[src/rtl/dwq_pkg.sv]
// ----------------------------------------------------------------------------
// dwq_pkg: shared types and constants for the delay wakeup queue.
// Defines the operation codes, slot count and reply kinds.
// ----------------------------------------------------------------------------
package dwq_pkg;

  localparam int unsigned MaxWaiters = 32;
  localparam int unsigned SlotW      = $clog2(MaxWaiters);

  typedef enum logic [1:0] {
    OP_TICK  = 2'd0,
    OP_DELAY = 2'd1,
    OP_UNTIL = 2'd2,
    OP_QUERY = 2'd3
  } op_e;

  localparam logic KIND_RELEASE = 1'b0;
  localparam logic KIND_TIME    = 1'b1;

endpackage

[src/rtl/delay_wakeup_queue.sv]
// ----------------------------------------------------------------------------
// delay_wakeup_queue: tick counter with a time-ordered queue of sleeping tasks.
// A shared compare unit scans the slot memory one entry a cycle.
// ----------------------------------------------------------------------------
// Channel   Direction  Signals
// request   in         req_valid_i, req_stall_o, operation_i, task_id_i,
//                      tick_amount_i
// reply     out        rsp_valid_o, rsp_stall_i, reply_kind_o, released_task_o,
//                      current_time_o, last_of_run_o
//
// Delays give no reply; due absolute delays and queries give one reply each.
// A tick with nothing due gives no reply; one that releases n tasks
// does one slot scan per release.
// Reset clears the time and all valid bits at once.
// A stalled reply holds the block until it is taken.
module delay_wakeup_queue (
  input  logic        clk_i,
  input  logic        rst_ni,
  input  logic        req_valid_i,
  output logic        req_stall_o,
  input  logic [1:0]  operation_i,
  input  logic [7:0]  task_id_i,
  input  logic [31:0] tick_amount_i,
  output logic        rsp_valid_o,
  input  logic        rsp_stall_i,
  output logic        reply_kind_o,
  output logic [7:0]  released_task_o,
  output logic [31:0] current_time_o,
  output logic        last_of_run_o
);

  localparam int unsigned SW = dwq_pkg::SlotW;
  localparam int unsigned CntW = $clog2(dwq_pkg::MaxWaiters + 1);

  typedef enum logic [2:0] {
    ST_IDLE, ST_SCAN, ST_LAST, ST_EMIT, ST_OUT
  } state_e;

  state_e state_q;
  logic [31:0] time_q;
  logic [dwq_pkg::MaxWaiters-1:0] valid_q;
  logic [31:0] key_mem [dwq_pkg::MaxWaiters];
  logic [7:0]  id_mem  [dwq_pkg::MaxWaiters];
  logic [31:0] rd_key_q;
  logic [7:0]  rd_id_q;
  logic        rd_vld_q;
  logic [SW-1:0] rd_slot_q;
  logic [CntW-1:0] scan_q;
  logic        best_ok_q;
  logic        more_q;
  logic [31:0] best_key_q;
  logic [7:0]  best_id_q;
  logic [SW-1:0] best_slot_q;
  logic [5:0]  rel_cnt_q;
  logic        out_kind_q, out_last_q;
  logic [7:0]  out_id_q;

  logic accept, taken, cand, better;
  logic [SW-1:0] wslot;

  assign accept  = req_valid_i && (state_q == ST_IDLE);
  assign req_stall_o = (state_q != ST_IDLE);
  assign taken   = (state_q == ST_OUT) && !rsp_stall_i;
  assign wslot   = task_id_i[SW-1:0];
  assign cand    = rd_vld_q && (rd_key_q <= time_q);
  assign better  = !best_ok_q || (rd_key_q < best_key_q) ||
                   ((rd_key_q == best_key_q) && (rd_id_q < best_id_q));

  always_ff @(posedge clk_i) begin
    rd_key_q  <= key_mem[scan_q[SW-1:0]];
    rd_id_q   <= id_mem[scan_q[SW-1:0]];
    rd_slot_q <= scan_q[SW-1:0];
    if (accept && ((dwq_pkg::op_e'(operation_i) == dwq_pkg::OP_DELAY) ||
        ((dwq_pkg::op_e'(operation_i) == dwq_pkg::OP_UNTIL) &&
         (tick_amount_i > time_q)))) begin
      key_mem[wslot] <= (dwq_pkg::op_e'(operation_i) == dwq_pkg::OP_DELAY) ?
                        time_q + tick_amount_i : tick_amount_i;
      id_mem[wslot]  <= task_id_i;
    end
  end

  always_ff @(posedge clk_i or negedge rst_ni) begin
    if (!rst_ni) begin
      state_q    <= ST_IDLE;
      time_q     <= '0;
      valid_q    <= '0;
      rd_vld_q   <= 1'b0;
      scan_q     <= '0;
      best_ok_q  <= 1'b0;
      more_q     <= 1'b0;
      best_key_q <= '0;
      best_id_q  <= '0;
      best_slot_q <= '0;
      rel_cnt_q  <= '0;
      out_kind_q <= 1'b0;
      out_last_q <= 1'b0;
      out_id_q   <= '0;
    end else begin
      rd_vld_q <= 1'b0;
      case (state_q)
        ST_IDLE: begin
          if (accept) begin
            out_id_q   <= task_id_i;
            out_last_q <= 1'b1;
            out_kind_q <= dwq_pkg::KIND_RELEASE;
            case (dwq_pkg::op_e'(operation_i))
              dwq_pkg::OP_TICK: begin
                time_q    <= time_q + 32'd1;
                rel_cnt_q <= '0;
                scan_q    <= '0;
                best_ok_q <= 1'b0;
                more_q    <= 1'b0;
                state_q   <= ST_SCAN;
              end
              dwq_pkg::OP_DELAY: valid_q[wslot] <= 1'b1;
              dwq_pkg::OP_UNTIL: begin
                if (tick_amount_i <= time_q) state_q <= ST_OUT;
                else valid_q[wslot] <= 1'b1;
              end
              default: begin
                out_kind_q <= dwq_pkg::KIND_TIME;
                state_q    <= ST_OUT;
              end
            endcase
          end
        end
        ST_SCAN: begin
          rd_vld_q <= valid_q[scan_q[SW-1:0]];
          if (scan_q == CntW'(dwq_pkg::MaxWaiters - 1)) state_q <= ST_LAST;
          else scan_q <= scan_q + 1'b1;
          if (cand) begin
            if (best_ok_q) more_q <= 1'b1;
            if (better) begin
              best_ok_q <= 1'b1; best_key_q <= rd_key_q;
              best_id_q <= rd_id_q; best_slot_q <= rd_slot_q;
            end
          end
        end
        ST_LAST: begin
          if (cand) begin
            if (best_ok_q) more_q <= 1'b1;
            if (better) begin
              best_ok_q <= 1'b1; best_key_q <= rd_key_q;
              best_id_q <= rd_id_q; best_slot_q <= rd_slot_q;
            end
          end
          state_q <= ST_EMIT;
        end
        ST_EMIT: begin
          if (best_ok_q) begin
            // A second due task found by the scan means this release does not end the run.
            valid_q[best_slot_q] <= 1'b0;
            out_id_q   <= best_id_q;
            rel_cnt_q  <= rel_cnt_q + 6'd1;
            out_last_q <= !more_q || (rel_cnt_q == 6'd31);
            state_q    <= ST_OUT;
          end else begin
            state_q <= ST_IDLE;
          end
        end
        ST_OUT: begin
          if (taken) begin
            if (out_last_q) begin
              state_q <= ST_IDLE;
            end else begin
              scan_q    <= '0;
              best_ok_q <= 1'b0;
              more_q    <= 1'b0;
              state_q   <= ST_SCAN;
            end
          end
        end
        default: state_q <= ST_IDLE;
      endcase
    end
  end

  assign rsp_valid_o     = (state_q == ST_OUT);
  assign reply_kind_o    = out_kind_q;
  assign released_task_o = out_id_q;
  assign current_time_o  = time_q;
  assign last_of_run_o   = out_last_q;

  assert property (@(posedge clk_i) disable iff (!rst_ni)
    rsp_valid_o && rsp_stall_i |=> rsp_valid_o)
    else $error("reply dropped while stalled");
  assert property (@(posedge clk_i) disable iff (!rst_ni)
    (state_q != ST_IDLE) |-> req_stall_o)
    else $error("request taken while busy");
  assert property (@(posedge clk_i) disable iff (!rst_ni)
    rel_cnt_q <= 6'd32)
    else $error("release count overflow");
  assert property (@(posedge clk_i) disable iff (!rst_ni)
    (state_q == ST_SCAN) |=> $stable(time_q))
    else $error("time moved during scan");

endmodule

[config.mk]
export PLATFORM = sky130hd
export DESIGN_NAME = delay_wakeup_queue
export DESIGN_NICKNAME = d
export VERILOG_FILES = /design/src/rtl/dwq_pkg.sv /design/src/rtl/delay_wakeup_queue.sv
export SDC_FILE = /design/constraint.sdc
export NUM_CORES = 2
export LEC_CHECK = 0
export BUFFER_PORTS_ARGS = -buffer_cell sky130_fd_sc_hd__clkbuf_2
export CAP_MARGIN = 10
export CORE_UTILIZATION = 35
export DETAILED_ROUTE_END_ITERATION = 8
export PLACE_DENSITY = 0.55
export REMOVE_ABC_BUFFERS = 1
export SYNTH_ARGS = -nofsm -noshare
export SYNTH_HDL_FRONTEND = slang
export SYNTH_SLANG_ARGS = --single-unit
export TNS_END_PERCENT = 20
[constraint.sdc]
create_clock -name clk_i -period 6.7 [get_ports clk_i]
set_clock_uncertainty 0.15 [all_clocks]
set_input_delay 0.335 -clock clk_i [delete_from_list [all_inputs] [get_ports clk_i]]
set_output_delay 0.335 -clock clk_i [all_outputs]
set_load 0.05 [all_outputs]
==> metrics.txt <==
# TYPE chip_impl_metric gauge
chip_impl_info{name="run_status",value="completed"} 1
chip_impl_info{name="end_kind",value="flop"} 1
chip_impl_metric{name="post_synth_xor_area_fraction",unit=""} 0.00856
chip_impl_metric{name="insertion_delay",unit="ps"} 800
chip_impl_info{name="min-delay-path-class",value="input pin to flop"} 1
chip_impl_metric{name="cellPowerDensity",unit="nW/um2"} 373
chip_impl_metric{name="max_slew_margin",unit=""} 0.189
chip_impl_metric{name="fillCellCount",unit=""} 15200
chip_impl_info{name="dominant_combinational_cell_family_by_area_after_synthesis",value="multiplexers"} 1
chip_impl_metric{name="track_usage",unit=""} 0.191
chip_impl_metric{name="synth.cell_area",unit="um2"} 60300
chip_impl_metric{name="crit_arrival",unit="ps"} 6520
chip_impl_metric{name="die-height",unit="um"} 417
chip_impl_metric{name="cts_inserted_buffers",unit=""} 153
chip_impl_metric{name="critical_path.max_fanout",unit=""} 31
chip_impl_metric{name="final_antenna_net_count",unit=""} 0
chip_impl_info{name="critPathSlowestCell",value="sky130_fd_sc_hd__nor4_2"} 1
chip_impl_metric{name="viasPerCell",unit=""} 5.36
chip_impl_metric{name="maxCapViolCount",unit=""} 0
chip_impl_info{name="synth-main-ff-cell",value="sky130_fd_sc_hd__edfxtp_1"} 1
chip_impl_info{name="critical_path.startpoint_type",value="flop"} 1
chip_impl_info{name="crit-reg2reg-launch",value="current_time_o[25]$_DFFE_PN0P_"} 1
chip_impl_metric{name="synthCells",unit=""} 3110
chip_impl_metric{name="grt_max_degree",unit=""} 113
chip_impl_metric{name="ir_drop",unit="mV"} 0.270
chip_impl_metric{name="route.vias.total",unit=""} 30900
chip_impl_metric{name="layout_worst_path_cycle_share",unit=""} 0.936
chip_impl_info{name="ctsRootBufferMaster",value="sky130_fd_sc_hd__clkbuf_16"} 1
chip_impl_metric{name="floorplan.io_pins",unit=""} 90
chip_impl_metric{name="max_stage_delay",unit="ps"} 980
chip_impl_info{name="crit_start",value="current_time_o[25]$_DFFE_PN0P_"} 1
chip_impl_metric{name="clock_path_buffers",unit=""} 3
chip_impl_metric{name="worst-slew-pin-transition",unit="ps"} 1210
chip_impl_metric{name="drive_above_1_share",unit=""} 0.291
chip_impl_info{name="tritoncts_clock_tree",value="done"} 1
chip_impl_metric{name="power.leakage",unit="uW"} 0.0227
chip_impl_metric{name="finalCriticalPeriod",unit="ps"} 6270
chip_impl_info{name="worstPathCellList",value="inv_1 > ha_1 > and4_1 > nand3_1 > nor4_2 > o311ai_0 > nand3_1 > o2111ai_4 > nor3_2 > buf_4"} 1
chip_impl_metric{name="timing.final.max_slew_violations",unit=""} 0
chip_impl_metric{name="grt_first_pass_wirelength",unit="mm"} 237
chip_impl_metric{name="core_region_area",unit="um2"} 171000
chip_impl_metric{name="clock.fmax",unit="MHz"} 159
chip_impl_metric{name="row_count",unit=""} 152
chip_impl_metric{name="synth_seq_cells",unit=""} 1462
chip_impl_metric{name="yosysSeqAreaShare",unit=""} 0.709
chip_impl_metric{name="post-route-drc-count",unit=""} 0
chip_impl_metric{name="synth.avg_cell_area",unit="um2"} 19.4
chip_impl_metric{name="grt_antenna_before_repair",unit=""} 6
chip_impl_metric{name="synth_simple_gate_area_frac",unit=""} 0.0315
chip_impl_metric{name="io_buffer_count",unit=""} 89
chip_impl_metric{name="clk_pin_slew",unit="ps"} 60
chip_impl_metric{name="syn_to_final_growth",unit="%"} 14.9
chip_impl_metric{name="post_drt_wl_per_cell",unit="um"} 28.6
chip_impl_metric{name="postRouteWirelength",unit="mm"} 165
chip_impl_metric{name="cts.repair.resized",unit=""} 0
chip_impl_metric{name="post-dp-hpwl",unit="mm"} 102
chip_impl_metric{name="post_synth_mux_area_share",unit=""} 0.173
chip_impl_metric{name="vias_in_the_first_global_route",unit=""} 31900
chip_impl_metric{name="post-route-util",unit=""} 0.405
chip_impl_metric{name="synth_edf_count",unit=""} 1280
chip_impl_metric{name="cts_post_setup_buffers_inserted",unit=""} 0
chip_impl_metric{name="globalRouteOverflowTotal",unit=""} 0
chip_impl_metric{name="hold_viol_final",unit=""} 0
chip_impl_metric{name="post_synth_num_cell_types",unit=""} 67
chip_impl_info{name="holdCritStartpoint",value="req_valid_i"} 1
chip_impl_metric{name="async_flop_share",unit=""} 0.0937
chip_impl_metric{name="cts_htree_levels",unit=""} 4
chip_impl_metric{name="setup_viol_count_final",unit=""} 0
chip_impl_metric{name="critPathRequiredTime",unit="ps"} 6950
chip_impl_metric{name="layout.nets",unit=""} 3521
chip_impl_metric{name="postLayoutCellArea",unit="um2"} 69300
chip_impl_metric{name="dieWidth",unit="um"} 417
chip_impl_info{name="rsz0062_at_grt",value="false"} 1
chip_impl_metric{name="synthAdderAreaFrac",unit=""} 0.0287
chip_impl_info{name="crit_path_class",value="flop to flop"} 1
chip_impl_metric{name="start_util",unit=""} 0.352
chip_impl_info{name="timing.critical_path.mode_cell",value="sky130_fd_sc_hd__nand3_1"} 1
chip_impl_metric{name="postPlaceCellArea",unit="um2"} 64400
chip_impl_metric{name="detail_route.first_pass.iterations",unit=""} 5
chip_impl_metric{name="drt-initial-drc-count",unit=""} 2966
chip_impl_metric{name="synth_compound_gate_area_share",unit=""} 0.0326
chip_impl_metric{name="ys_warn_count",unit=""} 0
chip_impl_metric{name="tritoncts_sink_count",unit=""} 1462
chip_impl_metric{name="place_congestion",unit=""} 0.945
chip_impl_metric{name="dieArea",unit="um2"} 174000
chip_impl_metric{name="post_cts_hold_buffer_count",unit=""} 11
chip_impl_metric{name="whs",unit="ps"} 71.7
[per-layer routing]
metal  share of wire  vias up  track usage
li1                -    13100            -
met1            0.41    16700        0.251
met2            0.50      903        0.319
met3           0.047      243       0.0264
met4           0.043        0       0.0803
met5               0        -            0
[cell usage in the layout (no fill, tap or decap), types with 11 or more instances in the layout]
master                          instances
sky130_fd_sc_hd__o21ai_2               16
sky130_fd_sc_hd__nor4_1                12
sky130_fd_sc_hd__edfxtp_1            1280
sky130_fd_sc_hd__clkbuf_2              88
sky130_fd_sc_hd__o21bai_1              11
sky130_fd_sc_hd__mux2_4                39
sky130_fd_sc_hd__nor2b_1               14
sky130_fd_sc_hd__nor3_1                20
sky130_fd_sc_hd__buf_4                114
sky130_fd_sc_hd__nand2_1               95
sky130_fd_sc_hd__a21oi_1               92
sky130_fd_sc_hd__nor2_1                77
sky130_fd_sc_hd__ha_1                 137
sky130_fd_sc_hd__o31ai_1               17
sky130_fd_sc_hd__clkinv_2              17
sky130_fd_sc_hd__clkbuf_16            156
sky130_fd_sc_hd__mux2_2                46
sky130_fd_sc_hd__clkbuf_1              32
sky130_fd_sc_hd__dlygate4sd3_1         12
sky130_fd_sc_hd__mux4_2               410
sky130_fd_sc_hd__clkinv_1              38
sky130_fd_sc_hd__nand4_1               23
sky130_fd_sc_hd__nand2b_1              18
sky130_fd_sc_hd__dfrtp_1              132
sky130_fd_sc_hd__xnor2_1               52
sky130_fd_sc_hd__dfxtp_1               45
sky130_fd_sc_hd__inv_1                102
sky130_fd_sc_hd__o21ai_0               73
sky130_fd_sc_hd__nor3_2                35
sky130_fd_sc_hd__nand3_1               28
sky130_fd_sc_hd__a21o_1                18
sky130_fd_sc_hd__o41ai_1               26
[kinds of logic (layout without fill, tap and decap cells)]
| family | after synthesis | count (layout) |
|---|---|---|
| muxes | 503 | 503 |
| AOI/OAI and AO/OA | 315 | 315 |
| other | 0 | 1 |
| DFF | 1462 | 1462 |
| buffers and inverters | 257 | 609 |
| and+or+nand+nor | 376 | 376 |
| xor gates and xnor gates | 59 | 59 |
| adders and majority gates | 138 | 138 |
[worst max-delay path, delay by kind of cell (launching register included)]
| kind | cells | cell delay (ps) |
|---|---|---|
| AND/OR/NAND/NOR | 5 | 2780 |
| AO/OA/AOI/OAI | 2 | 1030 |
| buffers and inverters | 2 | 910 |
| adder cells (fa/ha/maj) | 1 | 460 |
| flip-flops | 1 | 430 |
[cell usage after synthesis (8+ instances only)]
cell type / instances / area (um2)
sky130_fd_sc_hd__nor3b_1: 8 / 60.1
sky130_fd_sc_hd__nor2b_1: 15 / 93.8
sky130_fd_sc_hd__o211ai_1: 9 / 67.6
sky130_fd_sc_hd__o21a_1: 8 / 60.1
sky130_fd_sc_hd__dfrtp_1: 137 / 3430
sky130_fd_sc_hd__nor4_1: 13 / 81.3
sky130_fd_sc_hd__mux4_2: 410 / 9230
sky130_fd_sc_hd__buf_1: 18 / 67.6
sky130_fd_sc_hd__dfxtp_1: 45 / 901
sky130_fd_sc_hd__buf_2: 37 / 185
sky130_fd_sc_hd__nand2_1: 95 / 357
sky130_fd_sc_hd__inv_1: 102 / 383
sky130_fd_sc_hd__a21o_1: 18 / 135
sky130_fd_sc_hd__xnor2_1: 52 / 455
sky130_fd_sc_hd__nand2b_1: 19 / 119
sky130_fd_sc_hd__ha_1: 137 / 1710
sky130_fd_sc_hd__mux2_2: 46 / 518
sky130_fd_sc_hd__edfxtp_1: 1280 / 38400
sky130_fd_sc_hd__o21ai_0: 101 / 505
sky130_fd_sc_hd__nor2_1: 77 / 289
sky130_fd_sc_hd__o41ai_1: 26 / 228
sky130_fd_sc_hd__nand3b_1: 8 / 60.1
sky130_fd_sc_hd__mux2_4: 39 / 586
sky130_fd_sc_hd__nand3_1: 28 / 140
sky130_fd_sc_hd__o21bai_1: 11 / 82.6
sky130_fd_sc_hd__o31ai_1: 17 / 128
sky130_fd_sc_hd__nand4_1: 23 / 144
sky130_fd_sc_hd__nor3_1: 52 / 260
sky130_fd_sc_hd__mux2i_1: 8 / 80.1
sky130_fd_sc_hd__a21oi_1: 92 / 460
sky130_fd_sc_hd__clkbuf_1: 95 / 357
[through the flow]
step           setup slack (ps)  cells  total power, uW  setup TNS (ps)
2_1_floorplan             -7930   2955            16500         -562300
3_3_place_gp                518   5476            18000               0
3_5_place_dp                486   5478            18000               0
4_1_cts                     452   5769            26200               0
5_1_grt                     482   5773            26900               0
6_report                    428   5773            25900               0
[registers in the layout (all words and copies together) (netlist names), 6 cells and up]
name / cells
best_id_q: 8
best_key_q: 32
current_time_o: 32
id_mem: 256
key_mem: 1024
rd_id_q: 8
rd_key_q: 32
rel_cnt_q: 6
released_task_o: 8
scan_q: 6
valid_q: 32
[path summary, 6_finish.rpt]
kind / to / slack [ps] / depth (start not counted)
hold / removal: state_q[0]$_DFFE_PN0P_ / 70 / 3
setup reg to reg: id_mem[27][6]$_DFFE_PP_ / 430 / 10
hold reg to reg: best_slot_q[3]$_DFFE_PN0P_ / 310 / 1
max in group asynchronous: best_id_q[0]$_DFFE_PN0P_ / 4890 / 3
setup / recovery: id_mem[27][6]$_DFFE_PP_ / 430 / 10
min in group asynchronous: valid_q[19]$_DFFE_PN0P_ / 120 / 2
[power by group]
part | switching [uW] | internal [uW] | total [uW]
Clock | 3610 | 4570 | 8180
Combinational | 3590 | 3140 | 6740
Sequential | 512 | 10400 | 10900
Total | 7710 | 18100 | 25900
[area by class of cell]
type,count,area (um2),share of cell area
Antenna cell,1,2.50,0.0000361
Clock buffer,195,4120,0.0594
Clock inverter,85,683,0.00985
Inverter,102,383,0.00552
Multi-Input combinational cell,1391,16800,0.243
Sequential cell,1462,42800,0.617
Tap cell,2310,2890,0.0417
Timing Repair Buffer,227,1640,0.0236
(Power assumes the default switching activity.)
